==> src/rtl/core/srp_pkg.sv <==
// srp_pkg: shared types and constants for the s-record stream parser
// used by srp_front, srp_back, srp_result_queue and srecord_stream_parser
package srp_pkg;

  localparam int ADDR_W       = 32;
  localparam int FRONT_DEPTH  = 4;
  localparam int RESULT_DEPTH = 4;

  localparam logic [1:0] KIND_DATA    = 2'd0;
  localparam logic [1:0] KIND_VERDICT = 2'd1;
  localparam logic [1:0] KIND_SUMMARY = 2'd2;

  // one text character after classification
  typedef struct packed {
    logic       eos;
    logic       lf;
    logic       cr;
    logic       s_char;
    logic       hex;
    logic [3:0] nib;
  } char_class_t;

  typedef struct packed {
    logic [1:0]        result_kind;
    logic [ADDR_W-1:0] byte_address;
    logic [7:0]        data_byte;
    logic [3:0]        record_type;
    logic [2:0]        status;
    logic [ADDR_W-1:0] low_address;
    logic [ADDR_W-1:0] high_address;
    logic [ADDR_W-1:0] image_size;
    logic              no_data;
    logic              last_of_run;
  } result_t;

  // up to two results written per processed character
  typedef struct packed {
    logic [1:0] count;
    result_t    first;
    result_t    second;
  } result_pair_t;

  // address field length in bytes per record type, zero for unchecked types
  function automatic logic [2:0] addr_bytes_for(input logic [3:0] rtype);
    logic [2:0] nbytes;
    unique case (rtype)
      4'd0, 4'd1, 4'd5, 4'd9: nbytes = 3'd2;
      4'd2, 4'd6, 4'd8:       nbytes = 3'd3;
      4'd3, 4'd7:             nbytes = 3'd4;
      default:                nbytes = 3'd0;
    endcase
    return nbytes;
  endfunction

endpackage

==> src/rtl/core/srp_front.sv <==
// srp_front: accepts text characters, classifies them and holds them in a short queue
// depends on srp_pkg
module srp_front #(
  parameter int DEPTH = srp_pkg::FRONT_DEPTH
) (
  input  logic                clk,
  input  logic                rst,
  input  logic [7:0]          text_byte,
  input  logic                end_of_stream,
  input  logic                push,
  output logic                full,
  output logic                item_valid,
  output srp_pkg::char_class_t item,
  input  logic                item_pop
);

  localparam int PTR_W = (DEPTH > 1) ? $clog2(DEPTH) : 1;
  localparam int CNT_W = $clog2(DEPTH + 1);
  localparam logic [PTR_W-1:0] PTR_LAST = PTR_W'(DEPTH - 1);

  localparam logic [7:0] CH_LF = 8'h0A;
  localparam logic [7:0] CH_CR = 8'h0D;
  localparam logic [7:0] CH_0  = 8'h30;
  localparam logic [7:0] CH_9  = 8'h39;
  localparam logic [7:0] CH_UA = 8'h41;
  localparam logic [7:0] CH_UF = 8'h46;
  localparam logic [7:0] CH_LA = 8'h61;
  localparam logic [7:0] CH_LF_HEX = 8'h66;
  localparam logic [7:0] CH_US = 8'h53;
  localparam logic [7:0] CH_LS = 8'h73;

  srp_pkg::char_class_t cls;
  srp_pkg::char_class_t slots [DEPTH];
  logic [PTR_W-1:0]     wr_ptr;
  logic [PTR_W-1:0]     rd_ptr;
  logic [CNT_W-1:0]     count;
  logic                 push_ok;
  logic                 pop_ok;

  always_comb begin
    cls        = '0;
    cls.eos    = end_of_stream;
    cls.lf     = (text_byte == CH_LF);
    cls.cr     = (text_byte == CH_CR);
    cls.s_char = (text_byte == CH_US) || (text_byte == CH_LS);
    if (text_byte >= CH_0 && text_byte <= CH_9) begin
      cls.hex = 1'b1;
      cls.nib = 4'(text_byte - CH_0);
    end else if (text_byte >= CH_UA && text_byte <= CH_UF) begin
      cls.hex = 1'b1;
      cls.nib = 4'(text_byte - (CH_UA - 8'd10));
    end else if (text_byte >= CH_LA && text_byte <= CH_LF_HEX) begin
      cls.hex = 1'b1;
      cls.nib = 4'(text_byte - (CH_LA - 8'd10));
    end
  end

  assign full       = (count == CNT_W'(DEPTH));
  assign item_valid = (count != '0);
  assign item       = slots[rd_ptr];
  assign push_ok    = push && !full;
  assign pop_ok     = item_pop && item_valid;

  always_ff @(posedge clk) begin
    if (push_ok) begin
      slots[wr_ptr] <= cls;
    end
  end

  always_ff @(posedge clk) begin
    if (rst) begin
      wr_ptr <= '0;
      rd_ptr <= '0;
      count  <= '0;
    end else begin
      if (push_ok) begin
        wr_ptr <= (wr_ptr == PTR_LAST) ? '0 : wr_ptr + 1'b1;
      end
      if (pop_ok) begin
        rd_ptr <= (rd_ptr == PTR_LAST) ? '0 : rd_ptr + 1'b1;
      end
      count <= count + CNT_W'(push_ok) - CNT_W'(pop_ok);
    end
  end

endmodule

==> src/rtl/core/srp_back.sv <==
// srp_back: record parser, takes classified characters and produces data, verdict
// and summary results; depends on srp_pkg
module srp_back (
  input  logic                 clk,
  input  logic                 rst,
  input  logic                 item_valid,
  input  srp_pkg::char_class_t item,
  output logic                 item_pop,
  input  logic                 res_room,
  output srp_pkg::result_pair_t res
);

  localparam logic [2:0] PH_START = 3'd0;
  localparam logic [2:0] PH_TYPE  = 3'd1;
  localparam logic [2:0] PH_COUNT = 3'd2;
  localparam logic [2:0] PH_BODY  = 3'd3;
  localparam logic [2:0] PH_SKIP  = 3'd4;
  localparam logic [2:0] PH_DEAD  = 3'd5;

  localparam logic [2:0] ST_OK    = 3'd0;
  localparam logic [2:0] ST_SHORT = 3'd1;
  localparam logic [2:0] ST_START = 3'd2;
  localparam logic [2:0] ST_HEX   = 3'd3;
  localparam logic [2:0] ST_LEN   = 3'd4;
  localparam logic [2:0] ST_SUM   = 3'd5;

  localparam logic [7:0] SUM_GOOD = 8'hFF;
  localparam logic [srp_pkg::ADDR_W-1:0] LOW_RESET = '1;

  localparam int AW = srp_pkg::ADDR_W;

  logic          take;
  logic [2:0]    phase, phase_next;
  logic [3:0]    cur_type, cur_type_next;
  logic [7:0]    byte_count, byte_count_next;
  logic [8:0]    digits, digits_next;
  logic [2:0]    addr_left, addr_left_next;
  logic [AW-1:0] addr_acc, addr_acc_next;
  logic [AW-1:0] next_addr, next_addr_next;
  logic [AW-1:0] last_addr, last_addr_next;
  logic          have_data, have_data_next;
  logic [3:0]    high_nib, high_nib_next;
  logic          nib_pend, nib_pend_next;
  logic [7:0]    run_sum, run_sum_next;
  logic          cr_seen, cr_seen_next;
  logic [AW-1:0] low_addr, low_addr_next;
  logic [AW-1:0] high_addr, high_addr_next;
  logic          any_data, any_data_next;
  logic [2:0]    err, err_next;

  logic             do_verdict;
  logic             do_close;
  logic             emit_data;
  logic [2:0]       v_status;
  logic [2:0]       ab;
  logic [7:0]       byte_val;
  logic [8:0]       dig_total;
  logic [8:0]       digits_inc;
  logic [AW-1:0]    acc_shift;
  srp_pkg::result_t data_res;
  srp_pkg::result_t verdict_res;
  srp_pkg::result_t summ_res;

  assign take      = item_valid && res_room;
  assign item_pop  = take;
  assign dig_total = {byte_count, 1'b0};
  assign digits_inc = digits + 9'd1;
  assign ab        = srp_pkg::addr_bytes_for(cur_type);
  assign byte_val  = {high_nib, item.nib};
  assign acc_shift = {addr_acc[AW-9:0], byte_val};

  always_comb begin
    phase_next      = phase;
    cur_type_next   = cur_type;
    byte_count_next = byte_count;
    digits_next     = digits;
    addr_left_next  = addr_left;
    addr_acc_next   = addr_acc;
    next_addr_next  = next_addr;
    last_addr_next  = last_addr;
    have_data_next  = have_data;
    high_nib_next   = high_nib;
    nib_pend_next   = nib_pend;
    run_sum_next    = run_sum;
    cr_seen_next    = cr_seen;
    low_addr_next   = low_addr;
    high_addr_next  = high_addr;
    any_data_next   = any_data;
    err_next        = err;
    do_verdict      = 1'b0;
    do_close        = 1'b0;
    emit_data       = 1'b0;
    v_status        = ST_OK;

    if (take) begin
      if (item.eos) begin
        unique case (phase)
          PH_START: begin
            if (cr_seen) begin
              do_verdict = 1'b1;
              v_status   = ST_SHORT;
            end
          end
          PH_TYPE, PH_COUNT: begin
            do_verdict = 1'b1;
            v_status   = ST_SHORT;
          end
          PH_BODY: do_close = 1'b1;
          PH_SKIP: do_verdict = 1'b1;
          default: ;
        endcase
      end else begin
        unique case (phase)
          PH_START, PH_TYPE, PH_COUNT: begin
            priority if (item.lf) begin
              do_verdict = 1'b1;
              v_status   = ST_SHORT;
            end else if (cr_seen) begin
              do_verdict = 1'b1;
              v_status   = (phase == PH_START) ? ST_START : ST_HEX;
            end else if (item.cr) begin
              cr_seen_next = 1'b1;
            end else if (phase == PH_START) begin
              if (item.s_char) begin
                phase_next = PH_TYPE;
              end else begin
                do_verdict = 1'b1;
                v_status   = ST_START;
              end
            end else if (!item.hex) begin
              do_verdict = 1'b1;
              v_status   = ST_HEX;
            end else if (phase == PH_TYPE) begin
              cur_type_next = item.nib;
              phase_next    = PH_COUNT;
            end else if (!nib_pend) begin
              high_nib_next = item.nib;
              nib_pend_next = 1'b1;
            end else begin
              nib_pend_next   = 1'b0;
              byte_count_next = byte_val;
              if (ab == 3'd0) begin
                phase_next = PH_SKIP;
              end else if (byte_val <= {5'b0, ab}) begin
                // count must cover the address and the checksum
                do_verdict = 1'b1;
                v_status   = ST_LEN;
              end else begin
                addr_left_next = ab;
                run_sum_next   = byte_val;
                digits_next    = '0;
                phase_next     = PH_BODY;
              end
            end
          end
          PH_BODY: begin
            priority if (item.lf) begin
              do_close = 1'b1;
            end else if (cr_seen) begin
              do_verdict = 1'b1;
              v_status   = ST_LEN;
            end else if (item.cr) begin
              cr_seen_next = 1'b1;
            end else if (!item.hex) begin
              do_verdict = 1'b1;
              v_status   = ST_HEX;
            end else if (digits >= dig_total) begin
              do_verdict = 1'b1;
              v_status   = ST_LEN;
            end else begin
              digits_next = digits_inc;
              if (!nib_pend) begin
                high_nib_next = item.nib;
                nib_pend_next = 1'b1;
              end else begin
                nib_pend_next = 1'b0;
                run_sum_next  = run_sum + byte_val;
                if (addr_left != 3'd0) begin
                  addr_acc_next  = acc_shift;
                  addr_left_next = addr_left - 3'd1;
                  if (addr_left == 3'd1) begin
                    next_addr_next = acc_shift;
                  end
                end else if (digits_inc < dig_total) begin
                  // data byte, the checksum byte is the one at the very end
                  next_addr_next = next_addr + 1'b1;
                  last_addr_next = next_addr;
                  have_data_next = 1'b1;
                  emit_data      = (cur_type >= 4'd1) && (cur_type <= 4'd3);
                end
              end
            end
          end
          PH_SKIP: begin
            if (item.lf) begin
              do_verdict = 1'b1;
            end
          end
          default: ;
        endcase
      end
    end

    if (do_close) begin
      do_verdict = 1'b1;
      if (digits != dig_total) begin
        v_status = ST_LEN;
      end else if (run_sum != SUM_GOOD) begin
        v_status = ST_SUM;
      end else begin
        v_status = ST_OK;
      end
      if (v_status == ST_OK && cur_type >= 4'd1 && cur_type <= 4'd3 && have_data) begin
        if (addr_acc < low_addr) begin
          low_addr_next = addr_acc;
        end
        if (last_addr > high_addr) begin
          high_addr_next = last_addr;
        end
        any_data_next = 1'b1;
      end
    end

    if (do_verdict) begin
      if (v_status != ST_OK) begin
        if (err == ST_OK) begin
          err_next = v_status;
        end
        phase_next = PH_DEAD;
      end else begin
        phase_next      = PH_START;
        cur_type_next   = '0;
        byte_count_next = '0;
        digits_next     = '0;
        addr_left_next  = '0;
        addr_acc_next   = '0;
        next_addr_next  = '0;
        last_addr_next  = '0;
        have_data_next  = 1'b0;
        high_nib_next   = '0;
        nib_pend_next   = 1'b0;
        run_sum_next    = '0;
        cr_seen_next    = 1'b0;
      end
    end

    // summary sees the range and error after the closing verdict
    summ_res             = '0;
    summ_res.result_kind = srp_pkg::KIND_SUMMARY;
    summ_res.status      = err_next;
    summ_res.last_of_run = 1'b1;
    if (any_data_next) begin
      summ_res.low_address  = low_addr_next;
      summ_res.high_address = high_addr_next;
      summ_res.image_size   = high_addr_next - low_addr_next + 1'b1;
    end else begin
      summ_res.no_data = 1'b1;
    end

    if (take && item.eos) begin
      phase_next      = PH_START;
      cur_type_next   = '0;
      byte_count_next = '0;
      digits_next     = '0;
      addr_left_next  = '0;
      addr_acc_next   = '0;
      next_addr_next  = '0;
      last_addr_next  = '0;
      have_data_next  = 1'b0;
      high_nib_next   = '0;
      nib_pend_next   = 1'b0;
      run_sum_next    = '0;
      cr_seen_next    = 1'b0;
      low_addr_next   = LOW_RESET;
      high_addr_next  = '0;
      any_data_next   = 1'b0;
      err_next        = ST_OK;
    end

    data_res              = '0;
    data_res.result_kind  = srp_pkg::KIND_DATA;
    data_res.byte_address = next_addr;
    data_res.data_byte    = byte_val;
    data_res.record_type  = cur_type;
    data_res.status       = ST_OK;
    data_res.last_of_run  = 1'b1;

    verdict_res              = '0;
    verdict_res.result_kind  = srp_pkg::KIND_VERDICT;
    verdict_res.byte_address = addr_acc;
    verdict_res.record_type  = cur_type;
    verdict_res.status       = v_status;
    verdict_res.last_of_run  = !item.eos;

    res = '0;
    if (emit_data) begin
      res.count = 2'd1;
      res.first = data_res;
    end else if (do_verdict) begin
      res.first  = verdict_res;
      res.second = summ_res;
      res.count  = item.eos ? 2'd2 : 2'd1;
    end else if (take && item.eos) begin
      res.count = 2'd1;
      res.first = summ_res;
    end
  end

  always_ff @(posedge clk) begin
    if (rst) begin
      phase      <= PH_START;
      cur_type   <= '0;
      byte_count <= '0;
      digits     <= '0;
      addr_left  <= '0;
      addr_acc   <= '0;
      next_addr  <= '0;
      last_addr  <= '0;
      have_data  <= 1'b0;
      high_nib   <= '0;
      nib_pend   <= 1'b0;
      run_sum    <= '0;
      cr_seen    <= 1'b0;
      low_addr   <= LOW_RESET;
      high_addr  <= '0;
      any_data   <= 1'b0;
      err        <= ST_OK;
    end else if (take) begin
      phase      <= phase_next;
      cur_type   <= cur_type_next;
      byte_count <= byte_count_next;
      digits     <= digits_next;
      addr_left  <= addr_left_next;
      addr_acc   <= addr_acc_next;
      next_addr  <= next_addr_next;
      last_addr  <= last_addr_next;
      have_data  <= have_data_next;
      high_nib   <= high_nib_next;
      nib_pend   <= nib_pend_next;
      run_sum    <= run_sum_next;
      cr_seen    <= cr_seen_next;
      low_addr   <= low_addr_next;
      high_addr  <= high_addr_next;
      any_data   <= any_data_next;
      err        <= err_next;
    end
  end

`ifndef SYNTHESIS
  a_pair_only_at_end: assert property (@(posedge clk) disable iff (rst)
    take && res.count == 2'd2 |-> item.eos)
    else $error("two results from a text character");

  a_end_ends_in_summary: assert property (@(posedge clk) disable iff (rst)
    take && item.eos |-> (res.count == 2'd1 && res.first.result_kind == srp_pkg::KIND_SUMMARY)
      || (res.count == 2'd2 && res.second.result_kind == srp_pkg::KIND_SUMMARY))
    else $error("end of stream without summary last");

  a_end_restarts: assert property (@(posedge clk) disable iff (rst)
    take && item.eos |=> phase == PH_START && err == ST_OK && !any_data)
    else $error("state not restarted after summary");

  a_dead_has_error: assert property (@(posedge clk) disable iff (rst)
    phase == PH_DEAD |-> err != ST_OK)
    else $error("parser stopped without a recorded error");
`endif

endmodule

==> src/rtl/core/srp_result_queue.sv <==
// srp_result_queue: result queue taking up to two results per cycle, one out per pop
// depends on srp_pkg
module srp_result_queue #(
  parameter int DEPTH = srp_pkg::RESULT_DEPTH
) (
  input  logic                  clk,
  input  logic                  rst,
  input  srp_pkg::result_pair_t wr,
  output logic                  room,
  output srp_pkg::result_t      head,
  output logic                  empty,
  input  logic                  pop
);

  localparam int PTR_W = (DEPTH > 1) ? $clog2(DEPTH) : 1;
  localparam int CNT_W = $clog2(DEPTH + 1);
  localparam logic [PTR_W-1:0] PTR_LAST = PTR_W'(DEPTH - 1);

  srp_pkg::result_t slots [DEPTH];
  logic [PTR_W-1:0] wr_ptr;
  logic [PTR_W-1:0] wr_ptr_1;
  logic [PTR_W-1:0] wr_ptr_2;
  logic [PTR_W-1:0] rd_ptr;
  logic [CNT_W-1:0] count;
  logic             pop_ok;

  assign wr_ptr_1 = (wr_ptr == PTR_LAST) ? '0 : wr_ptr + 1'b1;
  assign wr_ptr_2 = (wr_ptr_1 == PTR_LAST) ? '0 : wr_ptr_1 + 1'b1;

  // room for a worst-case pair
  assign room   = (count <= CNT_W'(DEPTH - 2));
  assign empty  = (count == '0);
  assign head   = slots[rd_ptr];
  assign pop_ok = pop && !empty;

  always_ff @(posedge clk) begin
    if (wr.count != 2'd0) begin
      slots[wr_ptr] <= wr.first;
    end
    if (wr.count == 2'd2) begin
      slots[wr_ptr_1] <= wr.second;
    end
  end

  always_ff @(posedge clk) begin
    if (rst) begin
      wr_ptr <= '0;
      rd_ptr <= '0;
      count  <= '0;
    end else begin
      unique case (wr.count)
        2'd1:    wr_ptr <= wr_ptr_1;
        2'd2:    wr_ptr <= wr_ptr_2;
        default: wr_ptr <= wr_ptr;
      endcase
      if (pop_ok) begin
        rd_ptr <= (rd_ptr == PTR_LAST) ? '0 : rd_ptr + 1'b1;
      end
      count <= count + CNT_W'(wr.count) - CNT_W'(pop_ok);
    end
  end

endmodule

==> src/rtl/core/srecord_stream_parser.sv <==
// path: each character is registered in the front queue, and its results in the result queue before they can be popped
// throughput: one character per cycle while the result queue has room; an end item gives up to two results
// the parser runs one character per cycle whenever the result queue has room for two
// reset: synchronous rst empties both queues and returns the parser to start of line
// with an empty address range and no error; no clearing pass is needed
module srecord_stream_parser #(
  parameter int FRONT_DEPTH  = srp_pkg::FRONT_DEPTH,
  parameter int RESULT_DEPTH = srp_pkg::RESULT_DEPTH
) (
  input  logic                       clk,
  input  logic                       rst,
  input  logic [7:0]                 text_byte,
  input  logic                       end_of_stream,
  input  logic                       push,
  output logic                       full,
  output logic [1:0]                 result_kind,
  output logic [srp_pkg::ADDR_W-1:0] byte_address,
  output logic [7:0]                 data_byte,
  output logic [3:0]                 record_type,
  output logic [2:0]                 status,
  output logic [srp_pkg::ADDR_W-1:0] low_address,
  output logic [srp_pkg::ADDR_W-1:0] high_address,
  output logic [srp_pkg::ADDR_W-1:0] image_size,
  output logic                       no_data,
  output logic                       last_of_run,
  output logic                       empty,
  input  logic                       pop
);

  logic                  item_valid;
  logic                  item_pop;
  srp_pkg::char_class_t  item;
  logic                  res_room;
  srp_pkg::result_pair_t res;
  srp_pkg::result_t      head;

  srp_front #(
    .DEPTH (FRONT_DEPTH)
  ) u_front (
    .clk           (clk),
    .rst           (rst),
    .text_byte     (text_byte),
    .end_of_stream (end_of_stream),
    .push          (push),
    .full          (full),
    .item_valid    (item_valid),
    .item          (item),
    .item_pop      (item_pop)
  );

  srp_back u_back (
    .clk        (clk),
    .rst        (rst),
    .item_valid (item_valid),
    .item       (item),
    .item_pop   (item_pop),
    .res_room   (res_room),
    .res        (res)
  );

  srp_result_queue #(
    .DEPTH (RESULT_DEPTH)
  ) u_result_queue (
    .clk   (clk),
    .rst   (rst),
    .wr    (res),
    .room  (res_room),
    .head  (head),
    .empty (empty),
    .pop   (pop)
  );

  assign result_kind  = head.result_kind;
  assign byte_address = head.byte_address;
  assign data_byte    = head.data_byte;
  assign record_type  = head.record_type;
  assign status       = head.status;
  assign low_address  = head.low_address;
  assign high_address = head.high_address;
  assign image_size   = head.image_size;
  assign no_data      = head.no_data;
  assign last_of_run  = head.last_of_run;

endmodule
==> config.mk <==
export PLATFORM = sky130hd
export DESIGN_NAME = srecord_stream_parser
export DESIGN_NICKNAME = d
export VERILOG_FILES = /design/src/rtl/core/srp_pkg.sv /design/src/rtl/core/srp_front.sv /design/src/rtl/core/srp_back.sv /design/src/rtl/core/srp_result_queue.sv /design/src/rtl/core/srecord_stream_parser.sv
export SDC_FILE = /design/constraint.sdc
export NUM_CORES = 2
export LEC_CHECK = 0
export ABC_AREA = 1
export BUFFER_PORTS_ARGS = -buffer_cell sky130_fd_sc_hd__buf_4
export CAP_MARGIN = 0
export CORE_ASPECT_RATIO = 0.75
export CORE_MARGIN = 2
export CORE_UTILIZATION = 58
export CTS_BUF_LIST = sky130_fd_sc_hd__clkbuf_8
export CTS_CLUSTER_SIZE = 14
export DETAILED_ROUTE_END_ITERATION = 8
export PLACE_DENSITY_LB_ADDON = 0.25
export SETUP_SLACK_MARGIN = 0.2
export SYNTH_ARGS = -nofsm -noshare
export SYNTH_HDL_FRONTEND = slang
export SYNTH_SLANG_ARGS = --single-unit
==> constraint.sdc <==
create_clock -name clk -period 5.9 [get_ports clk]
set_input_delay 0.295 -clock clk [delete_from_list [all_inputs] [get_ports clk]]
set_output_delay 0.295 -clock clk [all_outputs]
set_load 0.1 [all_outputs]
==> flow_metrics.tcl <==
set metrics [dict create \
    status "completed" \
    crit_type "flip-flop to flip-flop" \
    async_flop_share_pct 0 \
    die_y_um 242.3 \
    ys_seq_area_share_pct 48.90 \
    whs_ns 0.07407 \
    power_frac_seq_pct 31.0 \
    p_leak_nw 18.66 \
    cpMaxStageDelayCell "buf_4" \
    gp_congestion 0.9768 \
    synth_top_area_cell "edfxtp_1" \
    grt_max_degree 131 \
    synth_top_area_share_pct 30.35 \
    cp-end-kind "flip-flop" \
    antenna_found_initial 3 \
    syn_inst 5362 \
    setup_viol 0 \
    die_w_um 321.8 \
    met2_usage_pct 51.26 \
    rsz0062_at_grt "false" \
    min-delay-path-class "input port to flip-flop" \
    drt_pass1_iterations 6 \
    cpMostUsedCell "nand2_1" \
    clock_sinks 851 \
    crit_path_start_kind "flip-flop" \
    core-area_um2 75110 \
    hold_violations 0 \
    vias 39610 \
    clkLatencyLatePin_ns 0.85 \
    htreeDepth 4 \
    comb_power_share_pct 49.9 \
    cts-root-buf "clkbuf_8" \
    arrival_ns 5.83 \
    clockPowerShare_pct 19.2 \
    top_usage_layer "met2" \
    start_util_pct 58.49 \
    ios 162 \
    layout_min_cycle_time_ns 5.288 \
    ant_nets 0 \
    ys_types 60 \
    max-vdd-ir-drop_uv 625.7 \
    drv_slew 0 \
    grt_usage_pct 33.58 \
    syn2layout_area_growth_pct 10.80 \
    cp.required_ns 6.44 \
    cp_max_fo 48 \
    fin_setup_tns_ns 0 \
    drc 0 \
    grt_pass1_vias 36110 \
    dp_hpwl_mm 86.51 \
    swShare_pct 51.33 \
    synth_ff_type "edfxtp_1" \
    synth_area_per_cell_um2 8.193 \
    syn-num-nets 5560 \
    switching_power_mw 13.35 \
    period_share_pct 89.62 \
    drive_gt1_share_pct 10.30 \
    use_met3_pct 6.529 \
    path_clk_slew_ns 0.06 \
    post_drt_wl_per_cell_um 20.61 \
    skew_ns 0.04468 \
    fp-row-count 87 \
    yosysWarnings 0 \
    synth-edff-count 444 \
    synthTopCellsByArea "edfxtp_1 30%, dfxtp_1 19%, nor2_1 7.6%" \
    grt_pass1_wl_mm 206.8 \
    cts_buffers 134 \
    nNetsFinal 5629 \
    power_density_nw_per_um2 534.1 \
    fmax_ghz 0.1891 \
    io_buffers 161 \
    relSlewSlack_pct 16.22 \
    cap_violations 0 \
    grt_remaining_overflow 0 \
    tightest_slew_ns 1.252 \
    clock_tree.buffer_depth 3 \
    netlist_area_um2 43930 \
    ys_ff_latch 851 \
    cts_tree "done" \
    grt_use_met1_pct 47.33 \
    first_iter_violations 5475 \
    postLayoutCoreUtil_pct 64.80 \
    slowest_delay_ns 0.56 \
    finalWirelength_mm 134.3 \
    viasPerCell 6.079 \
    intPower_mw 12.65 \
    die_area_um2 77980 \
]
## what timing repair did
action / 4_1_cts / 5_1_grt
endpoints found under the hold margin: 104 / 0
resized for setup: 0 / 8
hold buffers: 11 / 0
setup buffers: 0 / 0
endpoints found under the setup margin: 0 / 51
## worst paths after layout
kind                              from                          end  slack, ns  cells after the start
hold reg to reg   u_back.byte_count[5]         u_back.byte_count[5]       0.47                      2
setup / recovery      u_back.digits[0]  u_result_queue.slots[0][35]       0.61                     25
hold / removal            text_byte[1]          u_front.slots[2][3]       0.07                      4
setup reg to reg      u_back.digits[0]  u_result_queue.slots[0][35]       0.61                     25
## cell families (layout without fill, tap and decap cells)
group	count (synthesis)	count (layout)	synth area share, %
XOR/XNOR	34	34	0.6779
adder cells (fa/ha/maj)	185	185	5.338
multiplexers	1	1	0.02279
flip-flops	851	851	48.90
AO/OA/AOI/OAI	1347	1347	17.11
other	0	3	0
buffers and inverters	800	972	7.576
AND/OR/NAND/NOR	2144	2144	20.38
## worst max-delay path, delay by kind of cell, from the launching register on
family,cells,cell delay [ns]
AOI/OAI and AO/OA,1,0.20
xor gates and xnor gates,1,0.17
adders and majority gates,3,0.72
buffers and inverters,7,1.42
DFF,1,0.46
and+or+nand+nor,13,1.96
## per-stage QoR
| stage | worst slack, ns | power, mW | instances | area, um2 |
|---|---|---|---|---|
| floorplan | 0.5624 | 17.58 | 5362 | 43940 |
| global placement | 0.5473 | 20.86 | 6263 | 45910 |
| detailed placement | 0.4792 | 20.96 | 6263 | 45910 |
| CTS | 0.4588 | 25.87 | 6513 | 48640 |
| global route | 0.2152 | 26.92 | 6515 | 48670 |
| finish | 0.6123 | 26.00 | 6516 | 48670 |
## Yosys cell counts, types with 10 or more instances
master / instances
a21oi_1: 238
a22oi_1: 35
a31oi_1: 11
buf_1: 13
buf_2: 52
buf_6: 29
clkbuf_1: 264
dfxtp_1: 407
edfxtp_1: 444
ha_1: 181
inv_1: 416
inv_2: 12
nand2_1: 715
nand2_2: 10
nand3_1: 384
nand4_1: 30
nor2_1: 891
nor3_1: 43
nor4_1: 10
o2111ai_1: 45
o211ai_1: 30
o21ai_0: 650
o21ai_1: 85
o21ai_2: 10
o22ai_1: 204
or2_1: 18
or2_2: 21
xor2_1: 26
## layout by cell type (no fill, tap or decap), types with 5 or more instances in the layout
master,instances
nor2_4,7
buf_4,272
inv_2,8
a21oi_1,238
nand2_4,8
dlygate4sd3_1,11
buf_12,15
o211ai_1,30
inv_6,5
dfxtp_1,405
clkbuf_8,157
nand4_1,30
o21ai_2,12
or2_1,18
o21ai_1,85
xnor2_1,8
clkinv_1,17
o2111ai_1,45
nand2_2,18
clkinv_2,15
o22ai_1,204
o21a_1,9
nor4_1,10
a31oi_1,11
nand3_1,384
o21ai_0,648
edfxtp_1,444
nor3_1,43
or2_2,21
nand2_1,703
a22oi_1,35
inv_1,455
ha_1,181
xor2_1,26
nor2_1,888
## metal layers
layer	routed length, um	vias up
met1	56070	18630
met3	13670	310
met4	4397	0
li1	-	18530
met2	60130	2152
met5	0	-
## power groups by stage
stage,Clock [mW],Sequential (mW),Combinational (mW)
2_1_floorplan,0,8.07,9.51
3_3_place_gp,0,8.13,12.7
3_5_place_dp,0,8.16,12.8
4_1_cts,5.00,8.04,12.8
5_1_grt,5.28,8.15,13.5
6_report,4.98,8.05,13.0
## registers in the layout, indices dropped and copies added, names as in the netlist, 4 cells and up, named ones only
signal	count
u_back.high_nib	4
u_front.slots	36
u_back.last_addr	32
u_back.next_addr	32
u_back.byte_count	8
u_back.addr_acc	32
u_back.low_addr	32
u_result_queue.slots	588
u_back.run_sum	8
u_back.cur_type	4
u_back.high_addr	32
u_back.digits	9
## final cells by class
type,instances,area [um2]
diodes,3,7.507
clock buffers,157,2161
clock inverters,82,460.4
fillers,6271,26440
inverters,433,1652
multi-input cells,3711,19200
flip-flops and latches,851,21490
well taps,979,1225
repair buffers,300,2475
No activity file was read; power rests on OpenSTA's default activity.
